<file path="src/rtl/gffs_pkg.sv">
package gffs_pkg;
  localparam int SymbolCount = 64;
  localparam int StoreDepth  = 256;
  localparam int SymW        = 6;
  localparam int AddrW       = $clog2(StoreDepth);
  localparam int FillW       = AddrW + 1;
  localparam int SetW        = 64;
  localparam int EpsBit      = 62;
  localparam int EndBit      = 63;
  localparam int PassLimit   = 100;
  localparam int PassW       = $clog2(PassLimit + 1);
  localparam int TermMax     = 62;

  localparam logic CfgTermCount  = 1'b0;
  localparam logic CfgStartSym   = 1'b1;

  typedef struct packed {
    logic [SymW-1:0] head;
    logic [SymW-1:0] sym;
    logic            empty;
    logic            last;
  } entry_t;

  typedef struct packed {
    logic [SymW-1:0] production_head;
    logic [SymW-1:0] body_symbol;
    logic            body_empty;
    logic            production_end;
    logic            grammar_end;
  } item_t;

  typedef struct packed {
    logic [SymW-1:0] symbol_id;
    logic [SetW-1:0] first_set;
    logic [SetW-1:0] follow_set;
    logic            store_overflow;
    logic            last_symbol;
  } result_t;
endpackage

</file>
<file path="src/rtl/gffs_store.sv">
module gffs_store
  import gffs_pkg::*;
(
  input  logic                 clk,
  input  logic                 we,
  input  logic [AddrW-1:0]     waddr,
  input  entry_t               wdata,
  input  logic [AddrW-1:0]     raddr,
  output entry_t               rdata
);
  entry_t mem [StoreDepth];
  always_ff @(posedge clk) begin
    if (we) mem[waddr] <= wdata;
    rdata <= mem[raddr];
  end
endmodule

</file>
<file path="config.mk">
export PLATFORM = sky130hd
export DESIGN_NAME = gffs_store
export DESIGN_NICKNAME = d
export VERILOG_FILES = /design/src/rtl/gffs_pkg.sv /design/src/rtl/gffs_store.sv
export SDC_FILE = /design/constraint.sdc
export NUM_CORES = 2
export LEC_CHECK = 0
export BUFFER_PORTS_ARGS = -buffer_cell sky130_fd_sc_hd__clkbuf_2
export CAP_MARGIN = 5
export CORE_MARGIN = 2
export CORE_UTILIZATION = 60
export CTS_BUF_LIST = sky130_fd_sc_hd__clkbuf_8
export DETAILED_ROUTE_END_ITERATION = 6
export MAX_ROUTING_LAYER = met4
export PLACE_DENSITY = 0.76
export SLEW_MARGIN = 20
export SYNTH_ARGS = -nofsm -noshare
export SYNTH_HDL_FRONTEND = slang
export SYNTH_SLANG_ARGS = --single-unit
</file>
<file path="constraint.sdc">
create_clock -name clk -period 3.25 [get_ports clk]
set_input_delay 0.4875 -clock clk [delete_from_list [all_inputs] [get_ports clk]]
set_output_delay 0.4875 -clock clk [all_outputs]
set_load 0.01 [all_outputs]
</file>
# After elaboration in Yosys (flattened, before gate mapping)

Memory sizes are Yosys's and may differ from the RTL's. A register that Yosys moved wholly into a read port is not among the register bits.
Cells that the tools add are included.

Register bits: 0
RAM bits: 3584
Bits of input ports: 32
Output and inout bits: 14
Logic and storage cells: 3
Memories kept: 1

Mux-type cells: 2

Memory list:

| name | words | width | read ports | clocked after memory_dff | write ports | RTL line         | RTL |
|---|---|---|---|---|---|---|---|
| mem  | 256   | 14    | 1          | 1                        | 1           | gffs_store.sv:11 | `entry_t mem [StoreDepth];` |

Operators by type and width:

| operator         | number |
|---|---|
| 1-bit 2-to-1 mux | 2 |

# Logic depth before layout (Yosys ltp)

Word-level depth: 2
Gate-level depth with buffers: 13
Depth with buffers taken out: 6

# Worst setup path before layout

OpenSTA, ideal clock, no wires.

Path type: input port to flip-flop
Start point: input port raddr[0]
End point: register, netlist name rdata[12]
Setup time: 128 ps
Arrival: 2476 ps
Data required time: 3122 ps
Setup slack: 645 ps
Stages on the path: 10
Path buffers: 5
Cell sequence: buf_6 -> buf_6 -> buf_6 -> buf_6 -> buf_2 -> mux4_2 -> a22oi_1 -> a21oi_1 -> nor4_1 -> nor3_2

RTL lines:

| element         | RTL line        | RTL |
|---|---|---|
| start, declared | gffs_store.sv:8 | `input logic [AddrW-1:0] raddr,` |

==> impl_metrics.toml <==
[cts]
root_buffer = "clkbuf_8"
cts_tree = "yes"
clk_latency_ps = 1100
clk_pin_slew_ps = 60
cts_inserted_buffers = 570
cts.sinks = 3598
cts_resized = 0
cts-htree-levels = 6
clockBufferDepth = 4

[power]
power_frac_seq_pct = 56.5
switching_share_pct = 22.3
p_leak_nw = 51.3
clkPwrFrac_pct = 37.9
vdd_drop_max_mv = 0.432
switchingPower_w = 0.0202
combPwrFrac_pct = 5.6
cellPowerDensity_nw_per_um2 = 576
internal_power_w = 0.0705

[setup_path]
start_kind = "register"
worstPathArrival_ps = 3940
crit_required_ps = 4180
crit_fanout = 1
cp-end-kind = "register"
worstSetupPathType = "reg -> reg"

[yosys]
synth_edf_count = 3584
synth_warnings = 0
synth_fp_nets = 6174
synth.area.top_cells = "edfxtp_1, mux4_2, mux2i_1"
ys.flop_type = "edfxtp_1"
netlist_area_um2 = 139000
avgSynthCellArea_um2 = 22.6
async_flop_share_pct = 0
synth_top_area_share_pct = 77.5
synthDistinctLibCells = 58
synth_seq_cells = 3598
synth_top_area_cell = "edfxtp_1"
synth-seq-area-share_pct = 77.7
synth_cells = 6142

[placement]
dp_slack_ps = -664
port-buffer-count = 45
placedCellCount = 9578
finalWeightedCongestion = 0.914
dp.final_hpwl_um = 216000

[sta]
setup_ws_ps = 238
slew_headroom_pct = 19.9
fin_crit_sh_pct = 92.7
max_freq_mhz = 332
setup_violations = 0
period_needed_ps = 3010
worstMarginPinSlew_ps = 1190
clock_skew_ps = 71.0
rsz0062_at_grt = "no"
maxSlewViolCount = 0
hold_violations = 0

[die]
core_um2 = 230000
chipHeight_um = 485
die_width_um = 485
die_area_um2 = 235000
ios = 46
initial_core_util_pct = 60.3
rows = 176

[global_route]
grt_pass1_wl_um = 498000
grt_pass1_vias = 70600
overflow = 0
gr-usage-all-layers_pct = 30.5
antenna_found_initial = 23
grt_max_degree = 109

[route]
detail-route-antenna-nets = 0
vias = 70100
routed_wl_um = 345000
drt-vias-per-instance = 6.62
initialDrtViolationCount = 10300
routedWlPerCell_um = 32.6
drt_pass1_iterations = 6
drc = 0

[layout]
final_cell_mix = "edfxtp_1, mux4_2, buf_4, clkbuf_8, nor2_1"
finish.utilization_pct = 68.4
area_delta_synth_final_pct = 13.4
drive_gt1_share_pct = 31.4
layout_commonest_cell = "edfxtp_1"
nNetsFinal = 7170
finalNonFillerCells = 10600

[min_path]
hold_class = "in -> reg"

[outcome]
outcome = "complete, no violations"

[run]
maxCapViolCount = 0
==> cell families (layout without fill, tap and decap cells) <==
kind of cell    after synthesis  in the layout  synth area share, %
compound gates              475            475                 2.55
buf+inv                     371           1778                 1.72
flops                      3598           3598                 77.7
mux                        1167           1167                 16.3
other cells                   0             19                    0
simple gates                531            531                 1.75
==> flip-flops by register name (all words and copies together), names as in the netlist <==
register	flops
mem	3584
rdata	14
==> what timing repair did <==
| action | 4_1_cts | 5_1_grt |
|---|---|---|
| endpoints found under the hold margin | 982 | 0 |
| buffers inserted | 0 | 0 |
| hold buffers | 14 | 0 |
==> critical path, stage by stage, from the launching register on <==
cell      delay [ps]
edfxtp_1         370
mux4_2           500
mux4_2           530
a22o_1           350
a211oi_1        1000
nor4_2            80
==> path summary, 6_finish.rpt <==
kind,startpoint,cells past startpoint,slack [ps],to
hold reg to reg,mem[151][11]$_DFFE_PP_,6,1110,rdata[11]$_DFF_P_
hold / removal,waddr[1],4,180,mem[139][3]$_DFFE_PP_
setup reg to reg,mem[199][4]$_DFFE_PP_,5,240,rdata[4]$_DFF_P_
setup / recovery,mem[199][4]$_DFFE_PP_,5,240,rdata[4]$_DFF_P_
==> through the flow <==
stage                     TNS [ps]  instance area (µm²)  hold slack, ps  power (W)
after global placement       -4220               147000             933     0.0572
after CTS                        0               157000            72.7     0.0911
after global routing             0               157000             163     0.0933
final                            0               157000             182     0.0908
after detailed placement     -4630               147000             915     0.0573
after floorplan                  0               139000             586     0.0547
==> layout make-up <==
| class | count | area [µm²] |
|---|---|---|
| sequential | 3598 | 108000 |
| fill | 13500 | 72700 |
| multi-input combinational | 2173 | 28600 |
| clock buffer | 594 | 8180 |
| timing repair buffer | 793 | 7130 |
| tap | 3026 | 3790 |
| clock inverter | 389 | 1790 |
| antenna | 19 | 47.5 |
| inverter | 2 | 10.0 |
==> power by group through the flow <==
stage | logic (W) | clock network, W | registers, W
floorplan | 0.00253 | 0 | 0.0522
global placement | 0.00494 | 0 | 0.0522
detailed placement | 0.00506 | 0 | 0.0522
CTS | 0.00508 | 0.0348 | 0.0513
global route | 0.00532 | 0.0367 | 0.0512
finish | 0.00513 | 0.0344 | 0.0513
==> layer usage <==
metal	wire, µm	up-vias	part of all wire (%)	global-route usage, %
li1	-	28200	-	-
met1	125000	36500	36	41.6
met2	163000	4811	47	45.1
met3	43700	653	13	7.71
met4	13500	0	3.9	11.7
met5	0	-	0	-
==> Yosys cell counts (28+ instances only) <==
library cell,n
a21oi_1,74
a22oi_1,92
o22ai_1,33
mux4_2,859
clkbuf_1,145
buf_2,74
buf_6,47
nand3_1,34
buf_1,33
o221ai_1,60
mux2i_1,290
edfxtp_1,3584
nand2_1,61
a211oi_1,65
nor2b_1,36
nor2_1,301
a22o_1,28
buf_4,42
No activity file was read; power rests on OpenSTA's default activity.
