===== src/rtl/gffs_pkg.sv =====
package gffs_pkg;
  localparam int SymbolCount = 64;
  localparam int StoreDepth  = 256;
  localparam int SymW        = 6;
  localparam int AddrW       = $clog2(StoreDepth);
  localparam int FillW       = AddrW + 1;
  localparam int SetW        = 64;
  localparam int EpsBit      = 62;
  localparam int EndBit      = 63;
  localparam int PassLimit   = 100;
  localparam int PassW       = $clog2(PassLimit + 1);
  localparam int TermMax     = 62;

  localparam logic CfgTermCount  = 1'b0;
  localparam logic CfgStartSym   = 1'b1;

  typedef struct packed {
    logic [SymW-1:0] head;
    logic [SymW-1:0] sym;
    logic            empty;
    logic            last;
  } entry_t;

  typedef struct packed {
    logic [SymW-1:0] production_head;
    logic [SymW-1:0] body_symbol;
    logic            body_empty;
    logic            production_end;
    logic            grammar_end;
  } item_t;

  typedef struct packed {
    logic [SymW-1:0] symbol_id;
    logic [SetW-1:0] first_set;
    logic [SetW-1:0] follow_set;
    logic            store_overflow;
    logic            last_symbol;
  } result_t;
endpackage


===== src/rtl/gffs_setram.sv =====
module gffs_setram
  import gffs_pkg::*;
(
  input  logic             clk,
  input  logic             we,
  input  logic [SymW-1:0]  waddr,
  input  logic [SetW-1:0]  wdata,
  input  logic [SymW-1:0]  raddr,
  output logic [SetW-1:0]  rdata
);
  logic [SetW-1:0] mem [SymbolCount];
  always_ff @(posedge clk) begin
    if (we) mem[waddr] <= wdata;
    rdata <= mem[raddr];
  end
endmodule


===== config.mk =====
export PLATFORM = sky130hd
export DESIGN_NAME = gffs_setram
export DESIGN_NICKNAME = d
export VERILOG_FILES = /design/src/rtl/gffs_pkg.sv /design/src/rtl/gffs_setram.sv
export SDC_FILE = /design/constraint.sdc
export NUM_CORES = 2
export LEC_CHECK = 0
export ABC_CLOCK_PERIOD_IN_PS = 10500
export BUFFER_PORTS_ARGS = -buffer_cell sky130_fd_sc_hd__buf_2
export CAP_MARGIN = 10
export CORE_MARGIN = 3
export CORE_UTILIZATION = 41
export DETAILED_ROUTE_END_ITERATION = 8
export SLEW_MARGIN = 5
export SYNTH_ARGS = -nofsm -noshare
export SYNTH_HDL_FRONTEND = slang
export SYNTH_SLANG_ARGS = --single-unit

===== constraint.sdc =====
create_clock -name clk -period 10.5 [get_ports clk]
set_input_delay 1.05 -clock clk [delete_from_list [all_inputs] [get_ports clk]]
set_output_delay 1.05 -clock clk [all_outputs]
set_load 0.01 [all_outputs]

# Yosys cells after proc, flatten, opt, wreduce, memory -nomap -nowiden
# Memories as Yosys holds them, arrays and structs flattened. A register that Yosys moved wholly into a read port is not among the register bits.
# Index checks and enable logic that the tools add are counted.
# totals
regBits,0
ramBits,4096
out_inout_bits,64
word_cells,3
mem_count,1
# op_classes
n_mux,2
# memory_table
name,words,width,rd,rd_ports_with_merged_regs,wr,line_no,rtl
mem,64,64,1,1,1,gffs_setram.sv:11,logic [SetW-1:0] mem [SymbolCount];
# op_table
op,n
1-bit 2-to-1 mux,2

# Longest topological paths before layout
# depth
depth_word,2
ltp_mapped,9
mapped_depth_nobuf,5

# Worst setup path after synthesis
# No wires, ideal clock.
# synth_path
kind,in2reg
startpoint,in waddr[3]
endpoint,mem mem[48][0] (enable)
setup_ns,0.564
arrival_time_ns,5.922
slack_ns,4.014
stages,4
n_path_buf,1
cell_sequence,clkbuf_1 nor2b_1 nand4b_1 nor3_1
# synth_rtl
element,line_no,rtl
from (decl),gffs_setram.sv:6,"input logic [SymW-1:0] waddr,"
to (decl),gffs_setram.sv:11,
# No word-level cell before the write port.

==> summary.md <==
| Metric | Value |
|---|---|
| Status | `complete, no violations` |
| Gate power share | `4.4%` |
| Post-synth EDFFs | `4096` |
| Final setup viols | `0` |
| Min Tclk post-route | `4340 ps` |
| Buf/Inv on CP | `4` |
| Hold Slack | `between 600 and 700 ps` |
| YS warnings | `0` |
| Mapped Avg Cell Area | `23.7 um2` |
| Slew Viols, Final | `0` |
| Die Ht | `just over 600 um` |
| Routed WL | `438 mm` |
| All-Layer GR Usage | `22.3%` |
| Die Wd | `just over 600 um` |
| Post-DP HPWL | `230 mm` |
| Layout cell share with drive strength beyond 1 | `approximately 28%` |
| Core area | `between 0.3 and 0.4 mm2` |
| Hold_buf cts | `0` |
| Yosys cell types | `33` |
| WS Path Type | `input pin to register` |
| Post-synthesis register bit count | `4160` |
| Clock Sinks | `4160` |
| Synth top area share | `78.7%` |
| Min-Delay Path Class | `input pin to register` |
| Largest net degree at the start of global routing | `between 100 and 150` |
| Most frequent cell after synthesis | `edfxtp_1` |
| Critical R2R Launch | `mem[11][28]$_DFFE_PP_` |
| Layout Cells excl Fill | `approximately 12k` |
| Final WS setup | `between 6000 and 7000 ps` |
| Vias/cell | `a little over 6` |
| Critical path launch point type | `input pin` |
| # IOs | `between 100 and 150` |
| Clock transition at path regs | `60 ps` |
| Synth Cell Area | `about 0.16 mm2` |
| Ranking of synthesized cells by area | `edfxtp_1, mux4_2, mux2i_1` |
| Initial antenna violation count | `about 40` |
| Worst vdd ir | `~0.2 mV` |
| DRC Markers | `0` |
| TNS Setup | `0 ps` |
| Max Cap Viol | `0` |
| Dpl ws | `roughly 5200 ps` |
| Worst Setup SP | `raddr[2]` |
| Lkg Pwr | `between 50 and 60 nW` |
| Clock Power Share | `about 42%` |
| Syn nets | `approximately 6.7k` |
| Power share of the sequential group | `53.2%` |
| CP required | `between 10000 and 15000 ps` |
| Nets | `between 7k and 8k` |
| Die area | `0.389 mm2` |
| Most common cell on crit path | `buf_4` |
| Via count | `roughly 75k` |
| DR pass1 iterations | `6` |
| Placed insts | `between 10k and 15k` |
| Post_cts resized | `0` |
| Ys async rst share | `0%` |
| Switch Pwr | `about 7.3 mW` |
| Cell count after synthesis | `~6.6k` |
| Clk buf depth | `4` |
| Post-CTS setup buffers | `0` |
| I/O Buffers | `roughly 140` |
| Area Growth Syn to Fin | `13.5%` |
| First-pass GRT wire length | `609 mm` |
| Worst path max stage delay | `810 ps` |
| Hold_sp | `waddr[1]` |
| Crit-path max FO | `62` |
| Crit-path cells | `buf_8 -> buf_4 -> buf_4 -> buf_4 -> mux4_2 -> mux2i_1 -> o22ai_1 -> a31oi_1 -> a211oi_1` |
| Clk_lat worst skew | `just under 1000 ps` |
| # rows | `between 200 and 250` |
| Detailed Route Iter0 Violations | `about 9.6k` |
| Fin. Hold Viols | `0` |
| Critical Path End Type | `register` |
| CP max stage cell | `buf_4` |
| Synth area leader | `edfxtp_1` |
| Antenna Nets Post-Route | `0` |
| Vias in the first global route | `~76k` |
| Slew headroom | `between 10% and 20%` |
| Clock skew | `around 63 ps` |
| H-tree Lvls | `5` |
| Post-synthesis sequential area ratio | `roughly four fifths` |
| Sw Share | `a little over a fifth` |
| Avg WL per Cell | `35.4 um` |
| Gpl congestion | `roughly 0.78` |
| Power Internal | `approximately 27 mW` |
| Num CTS Buffers | `425` |
| Data arrival, critical path | `around 5100 ps` |
| Delay-heaviest family, CP | `buffers and inverters` |
| Final worst-path cycle share | `41.4%` |
| Fmax | `~0.23 GHz` |
| Final core area utilization | `a little under half` |
| PD cells | `about 200 mW/mm2` |
| Total grt overflow | `0` |
| Prevailing post-synth register cell | `edfxtp_1` |
| CTS tree | `built` |
| Initial Utilization | `41.2%` |
| Clock root buffer | `clkbuf_16` |
| RSZ-0062 raised after global routing | `false` |
| Post-synth top cells | `edfxtp_1, mux4_2, buf_2` |
| Least-Margin Pin Slew | `between 1000 and 1500 ps` |
[cells by family after synthesis]
group | after synthesis | share of synthesized area [%]
AO/OA/AOI/OAI | 504 | 2.48
multiplexers | 1159 | 15.6
AND/OR/NAND/NOR | 386 | 1.24
buffers and inverters | 389 | 1.18
flip-flops | 4160 | 79.5
[routing by layer]
layer  global-route usage, %  part of all wire [%]  wire [um]  vias to the layer above
li1                        -                     -          -                    29318
met1                    31.5                    40     175000                    41757
met3                    3.25                   8.0      35000                      678
met5                       0                 0.015         65                        -
met4                    6.65                   3.2      13900                       10
met2                    36.1                    49     213000                     3665
[cell type report]
class	count	area [um2]
fill	30690	202000
sequential	4160	124000
multi-input combinational	2049	30800
tap	5016	6280
antenna	14	35.0
clock inverter	204	1980
timing repair buffer	342	2390
clock buffer	568	11600
inverter	19	71.3
[sequential cells by signal, indices dropped and copies added, names as in the netlist]
name,count
mem,4096
rdata,64
[layout by cell type (no fill, tap or decap), types with 45 or more instances in the layout]
| cell type | n |
|---|---|
| edfxtp_1 | 4096 |
| buf_4 | 189 |
| nor2_1 | 47 |
| a22o_1 | 88 |
| and3_1 | 64 |
| a211oi_1 | 61 |
| nand3_1 | 45 |
| nand2_1 | 55 |
| clkinv_2 | 86 |
| mux2i_1 | 135 |
| clkbuf_1 | 110 |
| mux4_2 | 1024 |
| nor2_4 | 65 |
| a22oi_1 | 168 |
| dfxtp_1 | 64 |
| clkinv_1 | 59 |
| buf_2 | 138 |
| o22ai_1 | 83 |
| clkbuf_16 | 431 |
[metrics by stage]
step / power [mW] / instance area [um2]
after floorplan: 19.6 / 156000
after global placement: 20.4 / 164000
after detailed placement: 20.4 / 164000
after CTS: 35.0 / 177000
after global routing: 35.7 / 177000
final: 34.8 / 177000
[path summary, 6_finish.rpt]
path	slack (ps)	cells past startpoint	end
max	6160	9	rdata[56]$_DFF_P_
min	690	2	mem[49][53]$_DFFE_PP_
max reg2reg	8110	5	rdata[28]$_DFF_P_
min reg2reg	800	4	rdata[14]$_DFF_P_
[power by group through the flow]
stage | combinational [mW] | clock, mW | sequential (mW)
4_1_cts | 1.56 | 15.0 | 18.5
3_3_place_gp | 1.53 | 0 | 18.8
3_5_place_dp | 1.56 | 0 | 18.8
2_1_floorplan | 0.856 | 0 | 18.8
5_1_grt | 1.64 | 15.6 | 18.5
6_report | 1.54 | 14.7 | 18.5
(Power assumes the default switching activity.)
